$ cat src/rtl/dtd_pkg.sv
package dtd_pkg;

    localparam int unsigned DTD_MAX_YEAR = 9999;

    localparam int YEAR_W   = 14;
    localparam int MONTH_W  = 4;
    localparam int DAY_W    = 5;
    localparam int HOUR_W   = 5;
    localparam int MINUTE_W = 6;
    localparam int SECOND_W = 6;
    localparam int POINT_W  = YEAR_W + MONTH_W + DAY_W + HOUR_W + MINUTE_W + SECOND_W;
    localparam int IN_W     = 2 * POINT_W;
    localparam int OUT_W    = 40;

    localparam int DBY_W = 23;  // days before a year, up to year 16383
    localparam int DOY_W = 9;   // zero-based day of year
    localparam int TOD_W = 17;  // seconds into the day, linear in raw fields

    // reciprocal of 25, exact for dividends below 43690
    localparam int RECIP_SHIFT = 18;
    localparam int unsigned RECIP25 = ((1 << RECIP_SHIFT) + 24) / 25;

    localparam int unsigned SECS_PER_DAY = 86400;

    typedef struct packed {
        logic s1;
        logic s2;
        logic s3;
    } stage_adv_t;

    // days of the months before the given month; month zero reads as January,
    // months above twelve as December
    function automatic logic [DOY_W-1:0] days_before_month(input logic [MONTH_W-1:0] m);
        logic [DOY_W-1:0] d;
        case (m)
            4'd0, 4'd1: d = 9'd0;
            4'd2:       d = 9'd31;
            4'd3:       d = 9'd59;
            4'd4:       d = 9'd90;
            4'd5:       d = 9'd120;
            4'd6:       d = 9'd151;
            4'd7:       d = 9'd181;
            4'd8:       d = 9'd212;
            4'd9:       d = 9'd243;
            4'd10:      d = 9'd273;
            4'd11:      d = 9'd304;
            default:    d = 9'd334;
        endcase
        return d;
    endfunction

endpackage

$ cat src/rtl/dtd_point.sv
// Three-stage conversion of one date-time into day and second counts.
module dtd_point #(
    parameter int unsigned MAX_YEAR = dtd_pkg::DTD_MAX_YEAR
) (
    input  logic                             clk,
    input  dtd_pkg::stage_adv_t              adv,
    input  logic [dtd_pkg::YEAR_W-1:0]       year,
    input  logic [dtd_pkg::MONTH_W-1:0]      month,
    input  logic [dtd_pkg::DAY_W-1:0]        day,
    input  logic [dtd_pkg::HOUR_W-1:0]       hour,
    input  logic [dtd_pkg::MINUTE_W-1:0]     minute,
    input  logic [dtd_pkg::SECOND_W-1:0]     second,
    output logic [dtd_pkg::YEAR_W-1:0]       year_out,
    output logic [dtd_pkg::DBY_W-1:0]        dby,
    output logic [dtd_pkg::DOY_W-1:0]        doy,
    output logic [dtd_pkg::TOD_W-1:0]        tod
);

    localparam int YW = dtd_pkg::YEAR_W;
    localparam logic [16:0] MAX_YEAR_W = 17'(MAX_YEAR);

    // stage 1
    logic [YW-1:0]               y1_reg, y1_next;
    logic                        feb1_reg, feb1_next;
    logic [dtd_pkg::DOY_W-1:0]   dmd1_reg, dmd1_next;
    logic [dtd_pkg::TOD_W-1:0]   tod1_reg, tod1_next;
    logic [12:0]                 n100_reg, n100_next;
    logic [10:0]                 n400_reg, n400_next;
    logic [dtd_pkg::DAY_W-1:0]   day0;

    always_comb
    begin
        // saturate the year
        if ({3'b0, year} > MAX_YEAR_W)
            y1_next = YW'(MAX_YEAR);
        else
            y1_next = year;
        day0      = (day == '0) ? '0 : day - 5'd1;
        feb1_next = (month >= 4'd3);
        dmd1_next = dtd_pkg::days_before_month(month) + dtd_pkg::DOY_W'(day0);
        tod1_next = dtd_pkg::TOD_W'(hour) * 17'd3600
                  + dtd_pkg::TOD_W'(minute) * 17'd60
                  + dtd_pkg::TOD_W'(second);
        n100_next = 13'((15'(y1_next) + 15'd99) >> 2);
        n400_next = 11'((15'(y1_next) + 15'd399) >> 4);
    end

    always_ff @(posedge clk)
    begin
        if (adv.s1)
        begin
            y1_reg   <= y1_next;
            feb1_reg <= feb1_next;
            dmd1_reg <= dmd1_next;
            tod1_reg <= tod1_next;
            n100_reg <= n100_next;
            n400_reg <= n400_next;
        end
    end

    // stage 2: divide by 25 through the reciprocal
    logic [YW-1:0]               y2_reg;
    logic                        feb2_reg;
    logic [dtd_pkg::DOY_W-1:0]   dmd2_reg;
    logic [dtd_pkg::TOD_W-1:0]   tod2_reg;
    logic [dtd_pkg::DBY_W-1:0]   base2_reg, base2_next;
    logic [8:0]                  q100_reg, q100_next;
    logic [6:0]                  q400_reg, q400_next;
    logic [9:0]                  q25_reg, q25_next;
    logic [26:0]                 p100;
    logic [24:0]                 p400;
    logic [27:0]                 p25;

    always_comb
    begin
        p100       = 27'(n100_reg) * 27'(dtd_pkg::RECIP25);
        p400       = 25'(n400_reg) * 25'(dtd_pkg::RECIP25);
        p25        = 28'(y1_reg) * 28'(dtd_pkg::RECIP25);
        q100_next  = p100[26:18];
        q400_next  = p400[24:18];
        q25_next   = p25[27:18];
        base2_next = dtd_pkg::DBY_W'(y1_reg) * 23'd365
                   + dtd_pkg::DBY_W'((15'(y1_reg) + 15'd3) >> 2);
    end

    always_ff @(posedge clk)
    begin
        if (adv.s2)
        begin
            y2_reg    <= y1_reg;
            feb2_reg  <= feb1_reg;
            dmd2_reg  <= dmd1_reg;
            tod2_reg  <= tod1_reg;
            base2_reg <= base2_next;
            q100_reg  <= q100_next;
            q400_reg  <= q400_next;
            q25_reg   <= q25_next;
        end
    end

    // stage 3: leap rule and final counts
    logic                        leap;
    logic [dtd_pkg::DBY_W-1:0]   dby_next;
    logic [dtd_pkg::DOY_W-1:0]   doy_next;
    logic [YW-1:0]               y3_reg;
    logic [dtd_pkg::DBY_W-1:0]   dby_reg;
    logic [dtd_pkg::DOY_W-1:0]   doy_reg;
    logic [dtd_pkg::TOD_W-1:0]   tod_reg;

    always_comb
    begin
        // a multiple of 100 is a multiple of 4 and of 25
        leap = (y2_reg[1:0] == 2'b00)
            && ((y2_reg != YW'(q25_reg) * YW'(25)) || (y2_reg[3:0] == 4'b0000));
        dby_next = base2_reg - dtd_pkg::DBY_W'(q100_reg) + dtd_pkg::DBY_W'(q400_reg);
        doy_next = dmd2_reg + dtd_pkg::DOY_W'(feb2_reg && leap);
    end

    always_ff @(posedge clk)
    begin
        if (adv.s3)
        begin
            y3_reg  <= y2_reg;
            dby_reg <= dby_next;
            doy_reg <= doy_next;
            tod_reg <= tod2_reg;
        end
    end

    assign year_out = y3_reg;
    assign dby      = dby_reg;
    assign doy      = doy_reg;
    assign tod      = tod_reg;

endmodule

$ cat src/rtl/datetime_difference_seconds.sv
// Signed seconds between two Gregorian date-times. Each item carries a start
// and an end date-time; the result is end minus start in seconds, counting
// whole years between them with the Gregorian leap rule (a year term of zero
// when the end year is not after the start year) plus the offsets within
// each year. Years above MAX_YEAR saturate, month zero counts as January,
// months above twelve as December, day zero as day one; other out-of-range
// fields are used linearly. The block is a five-stage pipeline of the three
// conversion stages, the difference stage and the seconds-per-day multiply
// stage; it takes one item every cycle while the output is not held back.
// Back-pressure on the output holds the pipeline without losing or
// repeating any item; empty stages fill up first.
module datetime_difference_seconds #(
    parameter int unsigned MAX_YEAR = dtd_pkg::DTD_MAX_YEAR
) (
    input  logic                        clk,
    input  logic                        rst_n,

    input  logic                        s_axis_tvalid,
    output logic                        s_axis_tready,
    // start_year, start_month, start_day, start_hour, start_minute,
    // start_second, end_year, end_month, end_day, end_hour, end_minute,
    // end_second (from bit 0 up)
    input  logic [dtd_pkg::IN_W-1:0]    s_axis_tdata,

    output logic                        m_axis_tvalid,
    input  logic                        m_axis_tready,
    // elapsed_seconds (signed)
    output logic [dtd_pkg::OUT_W-1:0]   m_axis_tdata
);

    localparam int PW = dtd_pkg::POINT_W;
    localparam logic signed [41:0] OUT_MAX = 42'sd549755813887;
    localparam logic signed [41:0] OUT_MIN = -42'sd549755813888;

    // Valid bit per stage; a stage takes new data when it is empty or its
    // successor moves on.
    logic [4:0] v_reg, v_next;
    logic [4:0] rdy;

    always_comb
    begin
        rdy[4] = !v_reg[4] || m_axis_tready;
        rdy[3] = !v_reg[3] || rdy[4];
        rdy[2] = !v_reg[2] || rdy[3];
        rdy[1] = !v_reg[1] || rdy[2];
        rdy[0] = !v_reg[0] || rdy[1];
        v_next[0] = rdy[0] ? s_axis_tvalid : v_reg[0];
        v_next[1] = rdy[1] ? v_reg[0] : v_reg[1];
        v_next[2] = rdy[2] ? v_reg[1] : v_reg[2];
        v_next[3] = rdy[3] ? v_reg[2] : v_reg[3];
        v_next[4] = rdy[4] ? v_reg[3] : v_reg[4];
    end

    always_ff @(posedge clk or negedge rst_n)
    begin
        if (!rst_n)
            v_reg <= '0;
        else
            v_reg <= v_next;
    end

    assign s_axis_tready = rdy[0];

    dtd_pkg::stage_adv_t adv;
    assign adv.s1 = rdy[0];
    assign adv.s2 = rdy[1];
    assign adv.s3 = rdy[2];

    // Convert both ends in parallel.
    logic [dtd_pkg::YEAR_W-1:0] sy, ey;
    logic [dtd_pkg::DBY_W-1:0]  sdby, edby;
    logic [dtd_pkg::DOY_W-1:0]  sdoy, edoy;
    logic [dtd_pkg::TOD_W-1:0]  stod, etod;

    dtd_point #(.MAX_YEAR(MAX_YEAR)) u_start (
        .clk      (clk),
        .adv      (adv),
        .year     (s_axis_tdata[13:0]),
        .month    (s_axis_tdata[17:14]),
        .day      (s_axis_tdata[22:18]),
        .hour     (s_axis_tdata[27:23]),
        .minute   (s_axis_tdata[33:28]),
        .second   (s_axis_tdata[39:34]),
        .year_out (sy),
        .dby      (sdby),
        .doy      (sdoy),
        .tod      (stod)
    );

    dtd_point #(.MAX_YEAR(MAX_YEAR)) u_end (
        .clk      (clk),
        .adv      (adv),
        .year     (s_axis_tdata[PW+13:PW]),
        .month    (s_axis_tdata[PW+17:PW+14]),
        .day      (s_axis_tdata[PW+22:PW+18]),
        .hour     (s_axis_tdata[PW+27:PW+23]),
        .minute   (s_axis_tdata[PW+33:PW+28]),
        .second   (s_axis_tdata[PW+39:PW+34]),
        .year_out (ey),
        .dby      (edby),
        .doy      (edoy),
        .tod      (etod)
    );

    // Stage 4: day and second differences. Drop the year term unless the
    // end year is later.
    logic signed [23:0] dd_reg, dd_next;
    logic signed [17:0] sd_reg, sd_next;
    logic signed [23:0] year_days;

    always_comb
    begin
        if (ey > sy)
            year_days = $signed({1'b0, edby}) - $signed({1'b0, sdby});
        else
            year_days = '0;
        dd_next = year_days + 24'($signed({1'b0, edoy})) - 24'($signed({1'b0, sdoy}));
        sd_next = $signed({1'b0, etod}) - $signed({1'b0, stod});
    end

    always_ff @(posedge clk)
    begin
        if (rdy[3])
        begin
            dd_reg <= dd_next;
            sd_reg <= sd_next;
        end
    end

    // Stage 5: scale days to seconds, add the in-day difference, saturate.
    logic signed [41:0]          total;
    logic [dtd_pkg::OUT_W-1:0]   out_reg, out_next;

    always_comb
    begin
        total = 42'(dd_reg) * $signed(42'(dtd_pkg::SECS_PER_DAY)) + 42'(sd_reg);
        if (total > OUT_MAX)
            out_next = OUT_MAX[39:0];
        else if (total < OUT_MIN)
            out_next = OUT_MIN[39:0];
        else
            out_next = total[39:0];
    end

    always_ff @(posedge clk)
    begin
        if (rdy[4])
            out_reg <= out_next;
    end

    assign m_axis_tvalid = v_reg[4];
    assign m_axis_tdata  = out_reg;

endmodule
$ cat config.mk
export PLATFORM = sky130hd
export DESIGN_NAME = datetime_difference_seconds
export DESIGN_NICKNAME = d
export VERILOG_FILES = /design/src/rtl/dtd_pkg.sv /design/src/rtl/dtd_point.sv /design/src/rtl/datetime_difference_seconds.sv
export SDC_FILE = /design/constraint.sdc
export NUM_CORES = 2
export LEC_CHECK = 0
export CAP_MARGIN = 0
export CELL_PAD_IN_SITES_DETAIL_PLACEMENT = 0
export CELL_PAD_IN_SITES_GLOBAL_PLACEMENT = 1
export CORE_MARGIN = 2
export CORE_UTILIZATION = 54
export CTS_CLUSTER_DIAMETER = 100
export DETAILED_ROUTE_END_ITERATION = 7
export DONT_BUFFER_PORTS = 1
export MAX_ROUTING_LAYER = met4
export PLACE_DENSITY = 0.95
export SYNTH_ARGS = -nofsm -noshare
export SYNTH_HDL_FRONTEND = slang
export SYNTH_HIERARCHICAL = 1
export SYNTH_SLANG_ARGS = --single-unit
$ cat constraint.sdc
create_clock -name clk -period 13.6 [get_ports clk]
set_clock_uncertainty 0.2 [all_clocks]
set_input_delay 1.36 -clock clk [delete_from_list [all_inputs] [get_ports clk]]
set_output_delay 1.36 -clock clk [all_outputs]
set_load 0.1 [all_outputs]
==> metrics.md <==
| Metric | Value |
|---|---|
| WS Path Type | flop to flop |
| CP required | 13.79 ns |
| Share of layout cells above drive strength 1 | under 10% |
| Worst-margin pin slew | 1.43 ns |
| Postcts setup bufs | 0 |
| Asr flop ratio synth | less than 1% |
| I/O pins | between 100 and 150 |
| Post-cts resize count | 0 |
| #FFs+latches synth | between 500 and 600 |
| Gpl congestion | approximately 0.94 |
| Largest net degree at the start of global routing | approximately 160 |
| Post-Synth Simple-Gate Area | under 10% |
| Syn Inst Count | around 5700 |
| R2R Setup Slk | 4.83 ns |
| Fill cells | roughly 9000 |
| Core Box Area | between 100000 and 150000 um2 |
| DR vias/cell | approximately 5.3 |
| # rows | 121 |
| Hold crit path type | input pin to async pin |
| Antenna viol nets, final | 0 |
| Area Overhead vs Synth | 6.75% |
| Cell total after placement | 7146 |
| Chip width | approximately 340 um |
| Nets@finish | ~7500 |
| Synth Warn # | 6 |
| First-pass GRT wire length | 202000 um |
| Synthesized-area fraction occupied by adder cells | about 42% |
| Starting DRT DRC Count | roughly 2000 |
| GRT overflow | 0 |
| Vias | approximately 39000 |
| Die area | around 110000 um2 |
| CTS tree | done |
| Crit-path slowest cell | a21oi_4 |
| Final wirelength | around 120000 um |
| Fin crit share | between 60 and 70% |
| Dpl hpwl | ~100000 um |
| Setup Viol. Count Final | 0 |
| CTS sink cnt | 523 |
| Wire length per cell | 16.8 um |
| Minimum clock period | between 8 and 9 ns |
| Clk Latency, worst-skew pair | approximately 0.70 ns |
| Unrepaired setup endpoints after global routing | false |
| Startpoint types | flop |
| Synthesized cell area | 59500 um2 |
| Most frequent cells in the layout | inv_1, ha_1, fa_1, edfxtp_1, xnor2_1 |
| Number of cells in the finished layout apart from fillers | ~7300 |
| Die Height | between 300 and 400 um |
| R2r worst-path depth | 28 |
| GRT Total Usage | 23.1% |
| Max-capacitance violation count | 0 |
| FMAX | around 110 MHz |
| Initial antenna violation count | 0 |
| Register area share after synthesis | roughly a quarter |
| Synth Area in Compound Gates | 10.1% |
| TritonCTS buffer count | 60 |
| Worst R2R End | m_axis_tdata[16] |
| IO buf count | 0 |
| Arrival @ worst endpoint | between 8 and 9 ns |
| Largest family of logic cells by synthesized area | adder cells |
| Largest register FFs | 40 |
| CTS root buf | clkbuf_16 |
| Starting Density | between 50% and 60% |
| TritonRoute pass-1 iters | 5 |
| Residual DRC count | 0 |
| Reg-to-reg startpoint | dd_reg[3] |
| EDFF count, synth | approximately 520 |
| Most common cell after layout, fill and taps aside | inv_1 |
| Slowest cell delay on critical path | 0.76 ns |
| Depth of the CTS H-tree | 2 |
| XOR/XNOR share of the synthesized area | 5.71% |
| Final Slew Violations | 0 |
| Status | finished clean |
| Setup TNS | 0 ns |
| Ys flop type | edfxtp_1 |
| Vias in the first global route | 40000 |
| Max FO, Critical Path | 39 |
| Post-synth cell types | just over 100 |
| Mux share of post-synthesis cell area | less than 1% |
| Multi-input gate area | between 30000 and 40000 um2 |
| Clock buffer depth | 3 |
| Register Area | between 15000 and 20000 um2 |
| Clock transition at path regs | ~0.060 ns |
| Number of diodes | 0 |
| Hold-fix buffers at CTS | 0 |
| DP Area | a little over 60000 um2 |
| Final Hold Viols | 0 |
| Max transition margin | under 10% |
| Critical Path Sink Type | flop |
| Post-route cell area | ~64000 um2 |
| Syn Area/Cell | around 10 um2 |
-- worst max path at each step --
stage	to	slack (ns)	start	depth (start not counted)
global placement	m_axis_tdata[19]	4.99	dd_reg[5]	28
finish	m_axis_tdata[16]	4.83	dd_reg[3]	28
detailed placement	m_axis_tdata[9]	4.89	dd_reg[3]	28
global route	m_axis_tdata[36]	4.10	dd_reg[3]	29
floorplan	s_axis_tready	1.90	m_axis_tready	4
CTS	m_axis_tdata[36]	4.84	dd_reg[5]	28
-- worst max-delay path, delay by kind of cell (launching register included) --
kind | cells | cell delay, ns
AOI/OAI and AO/OA | 15 | 4.08
DFF | 1 | 0.48
adders and majority gates | 7 | 2.83
xor gates and xnor gates | 2 | 0.63
buffers and inverters | 4 | 0.21
-- layer usage --
layer	track usage (%)	wire length [um]	up-vias
met1	30.5	55700	18700
met3	3.96	6590	197
li1	-	-	19100
met2	36.7	56400	740
met5	-	0	-
met4	6.41	3530	0
-- Yosys cell counts (66+ instances only) --
cell      count  share of area [%]
fa_1        553                 19
xor2_1      108                1.6
o21ai_0     183                1.5
nand3_1      77               0.65
inv_1      1363                8.6
nor2_1      210                1.3
nand2_1     186                1.2
a21oi_1     252                2.1
xnor2_1     275                4.0
nor3_1       66               0.55
a21o_1      108                1.4
ha_1       1127                 24
edfxtp_1    518                 26
-- layout make-up --
type / count / area share [%]
clock buffers: 67 / 2.44
repair buffers: 8 / 0.134
clock inverters: 47 / 1.06
inverters: 1363 / 8.05
multi-input cells: 3776 / 60.7
flip-flops and latches: 523 / 24.7
well taps: 1476 / 2.91
-- kinds of logic after synthesis --
group | after synthesis
mux | 10
flops | 523
compound gates | 905
other cells | 2
buf+inv | 1397
simple gates | 792
xor+xnor | 385
fa+ha+maj | 1680
-- through the flow --
step                setup WS, ns  util [%]  hold slack [ns]
finish                      4.83      58.2            0.152
global route                4.10      58.2            0.119
CTS                         4.84      58.2            0.109
detailed placement          4.89      56.2            0.205
global placement            4.99      56.2            0.200
floorplan                   1.90         -            0.200
Power is not shown: default switching activity piles up to over one toggle a cycle in this logic, so the estimate is an artifact.
